## src/rtl/core/two_level_lru_cache_controller_assert.svh

```systemverilog
// Assertion macros for the cache controller RTL.
// Depends on nothing; included by the modules that carry checks.
`ifndef TWO_LEVEL_LRU_CACHE_CONTROLLER_ASSERT_SVH
`define TWO_LEVEL_LRU_CACHE_CONTROLLER_ASSERT_SVH

// same-cycle implication
`define TLLC_ASSERT_IMPL(lbl, clk, rst, a, c, msg) \
  lbl: assert property (@(posedge clk) disable iff (rst) (a) |-> (c)) else $error(msg);

// next-cycle implication
`define TLLC_ASSERT_NEXT(lbl, clk, rst, a, c, msg) \
  lbl: assert property (@(posedge clk) disable iff (rst) (a) |=> (c)) else $error(msg);

`endif

```

## src/rtl/core/tllc_pkg.sv

```systemverilog
// Shared types, codes and default geometry for the two-level cache controller.
// No dependencies.
package tllc_pkg;

  localparam int NEAR_SETS_DEF = 64;
  localparam int NEAR_WAYS_DEF = 4;
  localparam int FAR_SETS_DEF  = 512;
  localparam int FAR_WAYS_DEF  = 8;
  localparam int ADDR_BITS_DEF = 32;

  // register indexes
  localparam logic [2:0] REG_BLOCK_OFFSET = 3'd0;
  localparam logic [2:0] REG_L1_SET_BITS  = 3'd1;
  localparam logic [2:0] REG_L1_WAYS      = 3'd2;
  localparam logic [2:0] REG_L2_SET_BITS  = 3'd3;
  localparam logic [2:0] REG_L2_WAYS      = 3'd4;

  // register reset values
  localparam logic [3:0] RST_BLOCK_OFFSET = 4'd6;
  localparam logic [2:0] RST_L1_SET_BITS  = 3'd6;
  localparam logic [2:0] RST_L1_WAYS      = 3'd4;
  localparam logic [3:0] RST_L2_SET_BITS  = 4'd9;
  localparam logic [3:0] RST_L2_WAYS      = 4'd8;

  localparam logic [1:0] L1_RD_HIT  = 2'd0;
  localparam logic [1:0] L1_RD_MISS = 2'd1;
  localparam logic [1:0] L1_WR_HIT  = 2'd2;
  localparam logic [1:0] L1_WR_MISS = 2'd3;

  localparam logic [1:0] L2_NONE = 2'd0;
  localparam logic [1:0] L2_HIT  = 2'd1;
  localparam logic [1:0] L2_MISS = 2'd2;

  // effective (saturated) geometry
  typedef struct packed {
    logic [3:0] ob;
    logic [4:0] b1;
    logic [4:0] b2;
    logic [5:0] w1;
    logic [5:0] w2;
  } cfg_t;

  typedef struct packed {
    logic [1:0] l1_outcome;
    logic [1:0] l2_outcome;
    logic       vwb;
    logic       mrd;
    logic       mwb;
    logic       binv;
  } res_t;

endpackage

```

## src/rtl/core/tllc_front.sv

```systemverilog
// Front end: configuration registers, geometry saturation and address split.
// Depends on tllc_pkg.
module tllc_front import tllc_pkg::*; #(
  parameter int NEAR_SETS = NEAR_SETS_DEF,
  parameter int NEAR_WAYS = NEAR_WAYS_DEF,
  parameter int FAR_SETS  = FAR_SETS_DEF,
  parameter int FAR_WAYS  = FAR_WAYS_DEF,
  parameter int ADDR_BITS = ADDR_BITS_DEF,
  localparam int AW     = (ADDR_BITS < 32) ? ADDR_BITS : 32,
  localparam int IW1    = (NEAR_SETS > 1) ? $clog2(NEAR_SETS) : 1,
  localparam int IW2    = (FAR_SETS > 1) ? $clog2(FAR_SETS) : 1,
  localparam int ITEM_W = 1 + IW1 + AW + IW2 + AW
) (
  input  logic              clk,
  input  logic              rst,
  input  logic              push,
  output logic              full,
  input  logic              op,
  input  logic [31:0]       address,
  input  logic              cfg_valid,
  output logic              cfg_ready,
  input  logic [2:0]        cfg_index,
  input  logic [3:0]        cfg_data,
  output cfg_t              eff,
  input  logic              clearing,
  input  logic              q_full,
  output logic              q_push,
  output logic [ITEM_W-1:0] q_data
);

  localparam int N1B = $clog2(NEAR_SETS);
  localparam int N2B = $clog2(FAR_SETS);
  localparam int XW  = AW + IW1 + IW2;

  logic [3:0] block_offset_bits;
  logic [2:0] l1_set_bits;
  logic [2:0] l1_ways;
  logic [3:0] l2_set_bits;
  logic [3:0] l2_ways;

  logic [AW-1:0]  addr;
  logic [AW-1:0]  blk;
  logic [XW-1:0]  blkx;
  logic [IW1-1:0] m1;
  logic [IW2-1:0] m2;
  logic [IW1-1:0] i1;
  logic [IW2-1:0] i2;
  logic [AW-1:0]  t1;
  logic [AW-1:0]  t2;

  assign cfg_ready = 1'b1;

  always_ff @(posedge clk) begin
    if (rst) begin
      block_offset_bits <= RST_BLOCK_OFFSET;
      l1_set_bits       <= RST_L1_SET_BITS;
      l1_ways           <= RST_L1_WAYS;
      l2_set_bits       <= RST_L2_SET_BITS;
      l2_ways           <= RST_L2_WAYS;
    end else if (cfg_valid) begin
      case (cfg_index)
        REG_BLOCK_OFFSET: block_offset_bits <= cfg_data;
        REG_L1_SET_BITS:  l1_set_bits       <= cfg_data[2:0];
        REG_L1_WAYS:      l1_ways           <= cfg_data[2:0];
        REG_L2_SET_BITS:  l2_set_bits       <= cfg_data;
        REG_L2_WAYS:      l2_ways           <= cfg_data;
        default: ;
      endcase
    end
  end

  // saturate the raw registers to what the arrays hold
  always_comb begin
    eff.ob = (block_offset_bits > 4'd12) ? 4'd12 : block_offset_bits;
    eff.b1 = ({2'b0, l1_set_bits} > 5'(N1B)) ? 5'(N1B) : {2'b0, l1_set_bits};
    eff.b2 = ({1'b0, l2_set_bits} > 5'(N2B)) ? 5'(N2B) : {1'b0, l2_set_bits};
    if (l1_ways == 3'd0)                         eff.w1 = 6'd1;
    else if ({3'b0, l1_ways} > 6'(NEAR_WAYS))    eff.w1 = 6'(NEAR_WAYS);
    else                                         eff.w1 = {3'b0, l1_ways};
    if (l2_ways == 4'd0)                         eff.w2 = 6'd1;
    else if ({2'b0, l2_ways} > 6'(FAR_WAYS))     eff.w2 = 6'(FAR_WAYS);
    else                                         eff.w2 = {2'b0, l2_ways};
  end

  assign addr = address[AW-1:0];
  assign blk  = addr >> eff.ob;
  assign blkx = XW'(blk);
  assign m1   = ~({IW1{1'b1}} << eff.b1);
  assign m2   = ~({IW2{1'b1}} << eff.b2);
  assign i1   = blkx[IW1-1:0] & m1;
  assign i2   = blkx[IW2-1:0] & m2;
  assign t1   = blk >> eff.b1;
  assign t2   = blk >> eff.b2;

  assign full   = clearing | q_full;
  assign q_push = push & ~full;
  assign q_data = {op, i1, t1, i2, t2};

endmodule

```

## config.mk

```make
export PLATFORM = sky130hd
export DESIGN_NAME = tllc_front
export DESIGN_NICKNAME = d
export VERILOG_FILES = /design/src/rtl/core/two_level_lru_cache_controller_assert.svh /design/src/rtl/core/tllc_pkg.sv /design/src/rtl/core/tllc_front.sv
export SDC_FILE = /design/constraint.sdc
export NUM_CORES = 1
export LEC_CHECK = 0
export CORE_MARGIN = 4
export CORE_UTILIZATION = 45
export DETAILED_ROUTE_END_ITERATION = 6
export DONT_BUFFER_PORTS = 1
export SETUP_SLACK_MARGIN = 0.3
export SLEW_MARGIN = 20
export SYNTH_ARGS = -nofsm -noshare
export SYNTH_HDL_FRONTEND = slang
export SYNTH_SLANG_ARGS = --single-unit
```

## constraint.sdc

```tcl
create_clock -name clk -period 6.08 [get_ports clk]
set_clock_uncertainty 0.2 [all_clocks]
set_input_delay 0 -clock clk [delete_from_list [all_inputs] [get_ports clk]]
set_output_delay 0 -clock clk [all_outputs]
set_load 0.01 [all_outputs]
```

==> impl_metrics.json <==
{
  "critPathMaxStageDelay_ps": 1030,
  "reg2reg_from": "block_offset_bits[3]",
  "cp-startpoint": "block_offset_bits[1]",
  "synth.area.top_cells": "mux2i_1, nor2_1, mux4_2, dfxtp_1, a21oi_1",
  "whs_ps": 21.2,
  "synth_ff_type": "dfxtp_1",
  "antenna_found_initial": 0,
  "syn_area_um2": 5500,
  "cts_buffers": 3,
  "regArea_um2": 365,
  "drc": 0,
  "maxSlewViolCount": 0,
  "ys_seq_elements": 18,
  "p_leak_uw": 0.00231,
  "worst-endpoint-arrival_ps": 3960,
  "grt_max_degree": 63,
  "min_period_ps": 4160,
  "first_pass_iters": 6,
  "cts_buffer_depth": 2,
  "vias_per_cell": 6.85,
  "ant_nets": 0,
  "clk_pin_slew_ps": 50,
  "cp-endpoint": "q_data[42]",
  "grt_first_pass_wirelength_mm": 31.9,
  "hpwl_mm": 15.1,
  "detail_route.iter0.violations": 911,
  "layout-drive-gt1-share_pct": 8.42,
  "min_path_type": "input pin to flip-flop",
  "fin_cells": 895,
  "route.vias.total": 6132,
  "fin_setup_tns_ps": 0,
  "placed_cells": 872,
  "power_density_nw_per_um2": 131,
  "fin_nets": 796,
  "cts_root_buf": "clkbuf_16",
  "cp_num_cells": 8,
  "core_area_um2": 12000,
  "cpMaxStageDelayCell": "dfxtp_2",
  "place_ws_ps": 2320,
  "initial_core_util_pct": 45.8,
  "synth_top_area_share_pct": 17.6,
  "ys_types": 68,
  "rr_endpoint": "block_offset_bits[3]",
  "rsz0062_at_grt": "false",
  "h-tree-depth": 1,
  "setup_violations": 0,
  "hold_violations": 0,
  "antenna_cells": 0,
  "maxCapViolCount": 0,
  "fp.dieW_um": 119,
  "track_usage_pct": 27.3,
  "yosys_warnings": 0,
  "path_buf_inv": 1,
  "critical-path-top-delay-family": "multiplexers",
  "worstSetupPathType": "flip-flop to output port",
  "syn2layout_area_growth_pct": 0.409,
  "die_area_um2": 14100,
  "multi_input_area_um2": 4560,
  "routed_wl_mm": 20.6,
  "routedWlPerCell_um": 23.0,
  "ir_worst_vdd_v": 0.000125,
  "relSlewSlack_pct": 28.2,
  "clkLatencyLatePin_ps": 250,
  "synth_edf_count": 0,
  "clock-sinks": 18,
  "utilization_pct": 46.0,
  "start_kind": "flip-flop",
  "synthCells": 802,
  "place_congestion": 0.957,
  "fmax_ghz": 0.240,
  "synth_top_cell_by_area": "mux2i_1",
  "worst_setup_path_end_kind": "output port",
  "r2r_slack_ps": 3420,
  "rows": 40,
  "die_h_um": 119,
  "postSynthAreaPerCell_um2": 6.86,
  "synthArstFlopShare_pct": 0,
  "post-route-period-util_pct": 68.4,
  "io_pins": 155,
  "fillers": 1254,
  "crit_fanout": 62,
  "crit_chain": "buf_4 > nor2b_1 > a21oi_1 > nor2_1 > o22ai_1 > mux2i_1 > mux2i_1 > mux4_2",
  "layout_setup_ws_ps": 1920,
  "portBuffers": 0,
  "r2r_cells": 6,
  "ys_seq_area_share_pct": 6.55,
  "cts_tree": "done",
  "overflow": 0,
  "cpMostUsedCell": "mux2i_1",
  "tightest_slew_ps": 1080,
  "worstPathRequired_ps": 5880,
  "status": "complete, no violations",
  "first_global_vias": 5602,
  "cts_setup_buffers": 0
}
-- layer usage --
| metal | up-vias | part of all wire, % | GRT usage (%) |
|---|---|---|---|
| li1 | 2831 | - | - |
| met1 | 2883 | 41 | 37.1 |
| met2 | 372 | 46 | 43.6 |
| met3 | 46 | 10 | 5.84 |
| met4 | 0 | 2.7 | 8.04 |
| met5 | - | 0 | 0 |
-- worst register-to-register path: stages (launching register included) --
cell and delay (ps):
dfxtp_2 720, buf_4 400, inv_2 350, nor2_1 190
a21oi_1 50, dlygate4sd3_1 590, nor2_1 80
-- cells by family (layout without fill, tap and decap cells) --
| group | Yosys count | in the layout | share of synthesized area [%] |
|---|---|---|---|
| flops | 18 | 18 | 6.55 |
| buf+inv | 115 | 54 | 11.1 |
| compound gates | 279 | 279 | 32.9 |
| simple gates | 258 | 258 | 21.3 |
| mux | 130 | 130 | 28.0 |
| other cells | 2 | 9 | 0.136 |
-- flip-flops by register name, summed over array words and instances (netlist names) --
signal	cells
l1_ways	3
block_offset_bits	4
l2_set_bits	4
l2_ways	4
l1_set_bits	3
-- stage by stage --
| step | area, um2 | total power, uW |
|---|---|---|
| 6_report | 5530 | 722 |
| 2_1_floorplan | 5530 | 478 |
| 3_3_place_gp | 5250 | 565 |
| 3_5_place_dp | 5250 | 569 |
| 5_1_grt | 5530 | 763 |
| 4_1_cts | 5530 | 711 |
-- cell usage in the layout (no fill, tap or decap), types with 13 or more instances in the layout --
cell	n
nor2_1	111
mux2i_1	97
nand2_1	64
a21oi_1	61
o21ai_0	58
o21ai_1	25
inv_1	22
o211ai_1	21
o22ai_1	20
dlygate4sd3_1	20
nor2b_1	18
mux4_2	17
o221ai_1	16
nand3_1	15
dfxtp_1	14
mux2_2	13
-- where the power goes --
part	switching, uW	internal (uW)	total, uW
Combinational	297	160	457
Clock	43.3	86.5	130
Sequential	14.2	122	136
-- final cells by class --
class                   instances  area share [%]
multi-input cells             676            82.5
flip-flops and latches         18            6.61
repair buffers                 27            4.57
well taps                     147            3.33
inverters                      24            1.63
clock buffers                   3            1.36
-- cell usage after synthesis, drive strengths merged (2+ instances only) --
library cell / count
nor2: 112
mux2i: 99
o21ai: 89
nand2: 64
a21oi: 61
buf: 56
clkbuf: 35
inv: 24
o211ai: 22
o22ai: 20
dfxtp: 18
nor2b: 18
mux4: 17
o221ai: 16
nand3: 15
mux2: 14
a221o: 10
and2b: 10
a211oi: 9
a31oi: 9
a211o: 8
nor3: 8
and2: 7
nand2b: 7
a21o: 6
or2: 6
o21a: 4
a21boi: 3
a32oi: 3
o2111ai: 3
o31ai: 3
a22oi: 2
a31o: 2
conb: 2
nand4: 2
nor3b: 2
o22a: 2
-- worst min-delay path by stage --
| stage | cells after the start | start | to | slack (ps) |
|---|---|---|---|---|
| detailed placement | 0 | op | q_data[79] | -200 |
| floorplan | 2 | push | q_push | -110 |
| CTS | 3 | cfg_index[2] | l2_ways[3] | 20 |
| global placement | 0 | op | q_data[79] | -200 |
| global route | 3 | cfg_index[2] | l2_ways[3] | 60 |
| finish | 3 | cfg_index[2] | l2_ways[3] | 20 |
-- what timing repair did --
| action | CTS | global route |
|---|---|---|
| hold buffers | 20 | 0 |
| endpoints found under the hold margin | 21 | 0 |
| resized for setup | 0 | 0 |
| endpoints found under the setup margin | 0 | 0 |
No activity file was read; power rests on OpenSTA's default activity.
