==> src/rtl/core/two_level_lru_cache_controller_assert.svh <==
// Assertion macros for the cache controller RTL.
// Depends on nothing; included by the modules that carry checks.
`ifndef TWO_LEVEL_LRU_CACHE_CONTROLLER_ASSERT_SVH
`define TWO_LEVEL_LRU_CACHE_CONTROLLER_ASSERT_SVH

// same-cycle implication
`define TLLC_ASSERT_IMPL(lbl, clk, rst, a, c, msg) \
  lbl: assert property (@(posedge clk) disable iff (rst) (a) |-> (c)) else $error(msg);

// next-cycle implication
`define TLLC_ASSERT_NEXT(lbl, clk, rst, a, c, msg) \
  lbl: assert property (@(posedge clk) disable iff (rst) (a) |=> (c)) else $error(msg);

`endif

==> src/rtl/core/tllc_fifo.sv <==
// Two-entry queue used between the front and back and on the result side.
// No package dependencies.
module tllc_fifo #(
  parameter int W = 8
) (
  input  logic         clk,
  input  logic         rst,
  input  logic         wr_en,
  input  logic [W-1:0] wr_data,
  output logic         full,
  input  logic         rd_en,
  output logic [W-1:0] rd_data,
  output logic         empty
);

  logic [W-1:0] mem [2];
  logic         wp;
  logic         rp;
  logic [1:0]   cnt;

  assign full    = (cnt == 2'd2);
  assign empty   = (cnt == 2'd0);
  assign rd_data = mem[rp];

  always_ff @(posedge clk) begin
    if (rst) begin
      wp  <= 1'b0;
      rp  <= 1'b0;
      cnt <= 2'd0;
    end else begin
      if (wr_en) wp <= ~wp;
      if (rd_en) rp <= ~rp;
      cnt <= cnt + 2'(wr_en) - 2'(rd_en);
    end
  end

  always_ff @(posedge clk) begin
    if (wr_en) mem[wp] <= wr_data;
  end

endmodule

==> config.mk <==
export PLATFORM = sky130hd
export DESIGN_NAME = tllc_fifo
export DESIGN_NICKNAME = d
export VERILOG_FILES = /design/src/rtl/core/two_level_lru_cache_controller_assert.svh /design/src/rtl/core/tllc_fifo.sv
export SDC_FILE = /design/constraint.sdc
export NUM_CORES = 1
export LEC_CHECK = 0
export ABC_CLOCK_PERIOD_IN_PS = 3100
export BUFFER_PORTS_ARGS = -buffer_cell sky130_fd_sc_hd__buf_2
export CAP_MARGIN = 20
export CORE_MARGIN = 2
export CORE_UTILIZATION = 56
export CTS_BUF_LIST = sky130_fd_sc_hd__clkbuf_4
export DETAILED_ROUTE_END_ITERATION = 8
export PLACE_DENSITY_LB_ADDON = 0.2
export SLEW_MARGIN = 20
export SYNTH_ARGS = -nofsm -noshare
export SYNTH_HDL_FRONTEND = slang
export SYNTH_SLANG_ARGS = --single-unit
==> constraint.sdc <==
create_clock -name clk -period 3.1 [get_ports clk]
set_input_delay 0.775 -clock clk [delete_from_list [all_inputs] [get_ports clk]]
set_output_delay 0.775 -clock clk [all_outputs]
set_load 0.02 [all_outputs]
==> summary.md, run 1 <==
| Metric | Value |
|---|---|
| Run status | complete, no violations |
| Routability cong. | 0.624 |
| Initial drt markers | 8 |
| HPWL Detailed | 839 microns |
| Rel. slew slack | 53.2% |
| Post-Syn Area per Cell | 17.2 sq um |
| Total Routing Usage GR | 14.9% |
| Worst setup SP type | flop |
| Antenna cell count | 0 |
| Crit path max-delay family | flip-flops |
| Synth Register Bits | 21 |
| CTS tree | built |
| Top achievable clock speed | 0.468 GHz |
| Crit path kind | flop to output port |
| Max-Cap Viols | 0 |
| Setup TNS | 0 ns |
| Cts repair resizes | 0 |
| Mapped cell area | 792 sq um |
| Max-slew violation count | 0 |
| Post-route DRC | 0 |
| Num CTS Buffers | 3 |
| Global-route wire length before repair | 1860 microns |
| Slew at the pin with the worst max-slew slack | 0.701 ns |
| Crit path capture type | output port |
| Total Wirelength | 1150 microns |
| Vias in the first global route | 425 |
| P&R area growth vs syn | 18.8% |
| Pint | 437 uW |
| Sw frac | 24.6% |
| Synth warn | 0 |
| Final hold slack | 0.531 ns |
| Hold Path Class | flop to flop |
| Critical path buffers and inverters | 1 |
| Die Span Y | 41.6 microns |
| Setup Buffers After CTS | 0 |
| Nets | 85 |
| Area of the core | 0.00132 sq mm |
| Syn Nets | 60 |
| Static Leak | 0.383 nW |
| PwrDens | 616 mW/mm^2 |
| Die area | 0.00173 sq mm |
| Max VDD drop | 0.411 mV |
| Total grt overflow | 0 |
| H-tree levels | 1 |
| Critical-path top delay cell | dfxtp_1 |
| Clk pwr share | 22.6% |
| Worst path max stage delay | 0.53 ns |
| Die width | 41.6 microns |
| Proportion of power drawn by flip-flops and latches | 58.8% |
| Fin. Hold Viols | 0 |
| Post-synthesis sequential area ratio | 73.3% |
| Critical path cell sequence | mux2_2, buf_2 |
| Via count | 432 |
| Fin crit period | 2.14 ns |
| Antenna Violating Nets Remaining | 0 |
| RSZ-0062 raised after global routing | false |
| Cts hold-fix bufs | 0 |
| Final Cycle Share | 68.9% |
| Placed cell areas | 911 sq um |
| Worst skew pair latency | 0.29 ns |
| Pre-Repair DR Iteration Count | 4 |
| Clk pin slew, worst setup/hold paths | 0.10 ns |
| Finished layout cell area | 941 sq um |
| Combinational Power Share | 18.6% |
| Starting Density | 60.1% |
| Largest net degree at the start of global routing | 12 |
| Vias per std cell | 5.08 |
| Fin Clk Skew | 0.00332 ns |
| Critical path required time | 2.32 ns |
| # IOs | 22 |
| Netlist cell types | 11 |
| Clk buf depth | 2 |
| Clock Tree Root | clkbuf_4 |
| Crit Path Max Fanout | 8 |
| # clock sinks | 21 |
| Share of cells above drive strength 1 | 47.1% |
| Synth Instances | 46 |
| Psw | 143 uW |
| Crit path DAT | 1.36 ns |
| Port bufs | 21 |
| # rows | 13 |
| Initial antenna violation count | 0 |
| Final setup fails | 0 |
| DR WL/cell | 13.5 microns |
[state kept, by name (all words and copies together) (netlist names), named ones only]
register	cells
cnt	2
mem	16
wp	1
rp	1
[routing by layer]
metal	GRT usage, %	wire length, microns	up-vias
li1	-	-	211
met1	16.1	438	197
met2	26.6	616	20
met3	2.61	74	4
met4	9.68	22	0
met5	0	0	-
[layout make-up]
cell class / instances / area (sq um)
Sequential cell: 21 / 581
Clock buffer: 4 / 30.0
Tap cell: 15 / 18.8
Fill cell: 92 / 377
Multi-Input combinational cell: 22 / 199
Timing Repair Buffer: 21 / 105
Inverter: 2 / 7.51
[cell usage in the layout (no fill, tap or decap)]
cell,synthesis,final
nor2_1,5,5
clkbuf_4,0,4
buf_2,1,21
xnor3_1,1,1
xnor2_1,2,2
inv_1,2,2
ha_1,2,2
mux2_2,8,8
and2_1,1,1
edfxtp_1,16,16
nor2b_1,3,3
dfxtp_1,5,5
[worst paths after layout]
| check | startpoint | slack, ns | end | cells after the start |
|---|---|---|---|---|
| worst max-delay path | flop | 0.96 | rd_data[3] | 2 |
| worst min-delay path | rp | 0.53 | rp | 2 |
| worst max register to register | cnt[0] | 1.83 | cnt[1] | 6 |
| worst min register to register | rp | 0.53 | rp | 2 |
[tightest hold or removal path, stage by stage, from the launching register on]
cell and delay (ns):
dfxtp_1 0.34, xnor2_1 0.09, nor2_1 0.08
[cells in the mapped netlist]
cell,number,area share [%]
edfxtp_1,16,61
xnor3_1,1,2.8
inv_1,2,0.95
mux2_2,8,11
buf_2,1,0.63
nor2_1,5,2.4
and2_1,1,0.79
dfxtp_1,5,13
nor2b_1,3,2.4
xnor2_1,2,2.2
ha_1,2,3.2
[cell families (layout without fill, tap and decap cells)]
| family | Yosys count | count (layout) | share of synthesized area (%) |
|---|---|---|---|
| multiplexers | 8 | 8 | 11.4 |
| XOR/XNOR | 3 | 3 | 5.06 |
| flip-flops | 21 | 21 | 73.3 |
| buffers and inverters | 3 | 27 | 1.58 |
| adder cells (fa/ha/maj) | 2 | 2 | 3.16 |
| AND/OR/NAND/NOR | 9 | 9 | 5.53 |
[through the flow]
stage | std cells | utilization [%] | total power [mW] | setup WS [ns]
5_1_grt | 85 | 71.4 | 0.605 | 0.897
3_3_place_gp | 81 | 69.1 | 0.447 | 1.27
4_1_cts | 85 | 71.4 | 0.584 | 0.950
6_report | 85 | 71.4 | 0.579 | 0.964
3_5_place_dp | 81 | 69.1 | 0.455 | 1.25
2_1_floorplan | 46 | - | 0.417 | 1.47
[power by group through the flow]
stage               Clock, mW  Combinational [mW]  Sequential (mW)
floorplan                   0              0.0772            0.340
global placement            0               0.102            0.345
detailed placement          0               0.108            0.347
CTS                     0.134               0.109            0.341
global route            0.146               0.116            0.344
finish                  0.131               0.108            0.341
Note: power is estimated with default switching activity, not from simulation.
==> inputs of run 2 (changes only) <==
--- a/config.mk
+++ b/config.mk
@@ -5,11 +5,12 @@
 export SDC_FILE = /design/constraint.sdc
 export NUM_CORES = 1
 export LEC_CHECK = 0
-export ABC_CLOCK_PERIOD_IN_PS = 3100
+export ABC_AREA = 1
+export ABC_CLOCK_PERIOD_IN_PS = 1880
 export BUFFER_PORTS_ARGS = -buffer_cell sky130_fd_sc_hd__buf_2
 export CAP_MARGIN = 20
 export CORE_MARGIN = 2
-export CORE_UTILIZATION = 56
+export CORE_UTILIZATION = 47
 export CTS_BUF_LIST = sky130_fd_sc_hd__clkbuf_4
 export DETAILED_ROUTE_END_ITERATION = 8
 export PLACE_DENSITY_LB_ADDON = 0.2
==> constraint.sdc (replaced) <==
create_clock -name clk -period 1.88 [get_ports clk]
set_input_delay 0.47 -clock clk [delete_from_list [all_inputs] [get_ports clk]]
set_output_delay 0.47 -clock clk [all_outputs]
set_load 0.02 [all_outputs]
==> summary.md, run 2 <==
| Metric | Value |
|---|---|
| Setup Buffers After CTS | 0 |
| Setup TNS | 0 ns |
| Crit path capture type | output port |
| Post-synth top flop | edfxtp_1 |
| Crit Path Max Fanout | 8 |
| Vias per std cell | 4.60 |
| # clock sinks | 21 |
| Synth Register Bits | 21 |
| Initial antenna violation count | 0 |
| CP Depth | 3 |
| HPWL Detailed | 947 microns |
| Final setup fails | 0 |
| Share of cells above drive strength 1 | 42.7% |
| Post-route DRC | 0 |
| # rows | 15 |
| Pre-Repair DR Iteration Count | 4 |
| CTS tree | built |
| Static Leak | 0.449 nW |
| P&R area growth vs syn | 20.1% |
| Initial drt markers | 6 |
| Cts repair resizes | 0 |
| Synth warn | 0 |
| Worst setup SP type | flop |
| Routability cong. | 0.657 |
| Post-synth top area cell | edfxtp_1 |
| Reg with most FFs | mem |
| Final Cycle Share | 93.9% |
| Num CTS Buffers | 3 |
| Vias in the first global route | 463 |
| Placed cell areas | 976 sq um |
| Clk buf depth | 2 |
| Flip-flop count of the largest register after layout | 16 |
| Max VDD drop | 0.426 mV |
| Fin crit period | 1.76 ns |
| RSZ-0062 raised after global routing | false |
| Rel. slew slack | 77.3% |
| Syn Nets | 70 |
| Area of the core | 0.00171 sq mm |
| Nets | 97 |
| Reg-to-reg slack, setup | 0.57 ns |
| Total grt overflow | 0 |
| Most common cell after layout, fill and taps aside | buf_2 |
| Critical path buffers and inverters | 2 |
| Post-synthesis sequential area ratio | 69.5% |
| Top post-synthesis cells by area | edfxtp_1, mux2_4, dfxtp_1 |
| Cts hold-fix bufs | 0 |
| Via count | 492 |
| Post-Syn Area per Cell | 14.9 sq um |
| Critical path cell sequence | buf_4, mux2_4, buf_2 |
| Max-Cap Viols | 0 |
| Crit path DAT | 1.29 ns |
| Netlist cell types | 12 |
| Worst path max stage delay | 0.33 ns |
| Worst Hold Depth | 1 |
| Capture point of the worst path | rd_data[5] |
| Largest regs | mem: 16 flops, cnt: 2 flops |
| Sequential cell area | 581 sq um |
| Share of the synthesized area in the top cell type | 57.5% |
| Die width | 46.2 microns |
| Worst skew pair latency | 0.30 ns |
| Antenna Violating Nets Remaining | 0 |
| Total Wirelength | 1280 microns |
| Mapped cell area | 836 sq um |
| Fillers | 148 |
| Crit path kind | flop to output port |
| Worst reg2reg endpoint | cnt[1] |
| Reg2Reg Depth | 8 |
| Finished layout cell area | 0.00100 sq mm |
| Die Span Y | 46.2 microns |
| Critical-path top delay cell | dfxtp_1 |
| Synth Instances | 56 |
| Critical path required time | 1.41 ns |
| Post-synth EDFFs | 16 |
| Hold Path Class | input pin to flop |
| Clock Tree Root | clkbuf_4 |
| Largest net degree at the start of global routing | 13 |
| Antenna cell count | 0 |
| Port bufs | 21 |
| Top achievable clock speed | 0.567 GHz |
| Crit path max-delay family | buffers and inverters |
| Multi-input logic area | 214 sq um |
| # IOs | 22 |
| Clk pin slew, worst setup/hold paths | 0.12 ns |
| Die area | 0.00213 sq mm |
| Starting Density | 48.9% |
| PwrDens | 932 mW/mm^2 |
| Count leader, synth | edfxtp_1 |
| R2r startpoint | cnt[0] |
| Run status | complete, no violations |
| Fin. Hold Viols | 0 |
| Max-slew violation count | 0 |
| Total Routing Usage GR | 14.4% |
| Synth top cells by count | edfxtp_1, inv_1, mux2_4, nor2_1, dfxtp_1 |
| DR WL/cell | 12.0 microns |
| Global-route wire length before repair | 1950 microns |
| Fin Clk Skew | 0.00323 ns |
| Slew at the pin with the worst max-slew slack | 0.341 ns |
| Async SR Flop Fraction | 0% |
| Commonest non-fill, non-tap cells in the layout | buf_2, edfxtp_1, inv_1, mux2_4, nor2_1 |
| H-tree levels | 1 |
| Tot Pwr | 935 uW |
==> run 2: kinds of logic after synthesis <==
kind of cell | Yosys count | share of synthesized area, %
DFF | 21 | 69.5
and+or+nand+nor | 14 | 6.59
buffers and inverters | 9 | 4.94
muxes | 8 | 14.4
adders and majority gates | 2 | 2.99
AOI/OAI and AO/OA | 1 | 0.598
xor gates and xnor gates | 1 | 1.05
==> run 2: power breakdown <==
part	internal [mW]	switching [mW]
sequential	0.532	0.0125
combinational	0.0768	0.0950
clock	0.0794	0.139
total	0.688	0.246
==> run 2: metal layers <==
metal  share of wire [%]  up-vias  global-route usage (%)
li1                    -      240                       -
met1                  40      231                    15.1
met2                  51       18                    25.3
met3                 6.0        3                    3.92
met4                 2.0        0                    8.57
met5                   0        -                       0
==> run 2: area by class of cell <==
type                       instances  area share [%]
multi-input combinational         26            21.3
sequential                        21            57.9
tap                               25            3.12
clock buffer                       3            2.24
timing repair buffer              23            12.0
clock inverter                     1           0.499
inverter                           8            2.99
==> run 2: how the worst min path moves through the flow <==
stage               startpoint   endpoint
floorplan                   rp       flop
finish              wr_data[7]  mem[0][7]
CTS                 wr_data[0]  mem[1][0]
global placement            wp         wp
global route        wr_data[6]  mem[1][6]
detailed placement          wp         wp
==> run 2: stage by stage <==
| step | utilization, % | hold WS (ns) | worst slack (ns) | instances |
|---|---|---|---|---|
| 2_1_floorplan | - | 0.480 | 0.578 | 56 |
| 3_3_place_gp | 57.1 | 0.500 | 0.437 | 103 |
| 3_5_place_dp | 57.1 | 0.510 | 0.390 | 103 |
| 4_1_cts | 58.8 | 0.335 | 0.101 | 107 |
| 5_1_grt | 58.8 | 0.322 | 0.0740 | 107 |
| 6_report | 58.8 | 0.343 | 0.115 | 107 |
==> inputs of run 3 (changes only) <==
--- a/config.mk
+++ b/config.mk
@@ -5,7 +5,6 @@
 export SDC_FILE = /design/constraint.sdc
 export NUM_CORES = 1
 export LEC_CHECK = 0
-export ABC_AREA = 1
 export ABC_CLOCK_PERIOD_IN_PS = 1880
 export BUFFER_PORTS_ARGS = -buffer_cell sky130_fd_sc_hd__buf_2
 export CAP_MARGIN = 20
==> summary.md, run 3 (synthesis gave the netlist of run 1 again) <==
| Metric | Value |
|---|---|
| Reg-to-reg slack, setup | 0.69 ns |
| Sequential cell area | 582 sq um |
| Post-placement setup slack | 0.337 ns |
| Capture point of the worst path | rd_data[6] |
| Finished layout cell area | 951 sq um |
| Setup TNS | 0 ns |
| Critical path required time | 1.41 ns |
| Crit path kind | flop to output port |
| Crit path DAT | 1.26 ns |
| Total Routing Usage GR | 12.2% |
| Vias per std cell | 4.80 |
| # IOs | 22 |
| Final core occ | 61.7% |
| DR WL/cell | 12.7 microns |
| Worst skew pair latency | 0.29 ns |
| Pre-Repair DR Iteration Count | 2 |
| Reg with most FFs | mem |
| Worst reg2reg endpoint | cnt[1] |
| Starting Density | 51.4% |
| GR Layer Usage met1 | 13.5% |
| Multi-input logic area | 199 sq um |
| Port bufs | 21 |
| Global route hottest layer | met2 |
| Fillers | 126 |
| Final setup fails | 0 |
| Clk pin slew, worst setup/hold paths | 0.11 ns |
| Global-route wire length before repair | 1690 microns |
| # clock sinks | 21 |
| RSZ-0062 raised after global routing | false |
| Worst setup SP type | flop |
| Die width | 45.1 microns |
| Die area | 0.00203 sq mm |
| Fin. Hold Viols | 0 |
| Slew at the pin with the worst max-slew slack | 0.371 ns |
| GR Util met3 | 2.40% |
| Total grt overflow | 0 |
| Top achievable clock speed | 0.580 GHz |
| Final Cycle Share | 91.8% |
| Most common cell after layout, fill and taps aside | buf_2 |
| Largest regs | mem: 16 flops, cnt: 2 flops |
| R2r startpoint | cnt[0] |
| Post-route DRC | 0 |
| Num CTS Buffers | 3 |
| Placed cell areas | 920 sq um |
| Clk buf depth | 2 |
| HPWL Detailed | 798 microns |
| Routing usage on met2 | 22.3% |
| Reg2Reg Depth | 6 |
| Die Span Y | 45.1 microns |
| Initial antenna violation count | 0 |
| Setup Buffers After CTS | 0 |
| Cts hold-fix bufs | 0 |
| Largest net degree at the start of global routing | 12 |
| Run status | complete, no violations |
| Max-slew violation count | 0 |
| Cts repair resizes | 0 |
| Nets | 86 |
| Initial drt markers | 3 |
| Crit path capture type | output port |
| Worst Setup Slack, final | 0.155 ns |
| Max VDD drop | 0.575 mV |
| Hold Path Class | input pin to flop |
| Rel. slew slack | 75.3% |
| P&R area growth vs syn | 20.1% |
| Routability cong. | 0.684 |
| Antenna Violating Nets Remaining | 0 |
| # rows | 14 |
| Total Wirelength | 1100 microns |
| Clock Tree Root | clkbuf_4 |
| Static Leak | 0.388 nW |
| Final hold slack | 0.359 ns |
| Fin crit period | 1.73 ns |
| Area of the core | 0.00154 sq mm |
| Share of cells above drive strength 1 | 49.3% |
| H-tree levels | 1 |
| PwrDens | 1000 mW/mm^2 |
| Flip-flop count of the largest register after layout | 16 |
| Via count | 418 |
| Commonest non-fill, non-tap cells in the layout | buf_2, edfxtp_1, mux2_2 |
| Crit Path Max Fanout | 8 |
| CTS tree | built |
| Fin Clk Skew | 0.00303 ns |
| Antenna cell count | 0 |
| Max-Cap Viols | 0 |
| Vias in the first global route | 403 |
==> run 3: changes by cell type in the layout (fill, tap and decap cells not counted), moves of 3 or more <==
cell,change
mux2_2,+8
nor2_1,-3
inv_1,-6
mux2_4,-8
nand2_1,-4
nor2b_1,+3
==> run 3: critical path, stage by stage (launching register included) <==
cell and delay, ns:
dfxtp_2 0.44, mux2_2 0.36, buf_2 0.16
==> run 3: area by class of cell <==
cell class                      instances  share of cell area (%)
Sequential cell                        21                    61.2
Multi-Input combinational cell         22                    20.9
Timing Repair Buffer                   22                    11.8
Clock buffer                            4                    3.16
Tap cell                               16                    2.11
Inverter                                2                   0.789
==> run 3: power by group <==
group          leakage (nW)  switching [mW]  internal [mW]  total, mW
Sequential            0.192          0.0203          0.539      0.560
Combinational         0.177          0.0893         0.0852      0.174
Clock                0.0184           0.123         0.0968      0.220
Total                 0.388           0.233          0.721      0.954
==> run 3: metrics by stage <==
stage	power, mW	std cells
after global placement	0.742	83
after global routing	1.00	87
final	0.954	87
after detailed placement	0.746	83
after CTS	0.965	87
after floorplan	0.688	46
==> run 3: worst min path at each step <==
stage                     startpoint   endpoint  slack, ns  depth (start not counted)
after global placement            rp         rp       0.50                          2
after floorplan                   rp       flop       0.48                          2
after CTS                 wr_data[3]  mem[1][3]       0.35                          1
after detailed placement          rp       flop       0.52                          2
final                     wr_data[6]  mem[0][6]       0.36                          1
after global routing      wr_data[3]  mem[1][3]       0.34                          1
==> run 3: routing by layer <==
layer / wire length (microns) / share of wire (%)
met5: 0 / 0
met4: 0 / 0
met3: 59 / 5.4
met2: 583 / 53
met1: 459 / 42
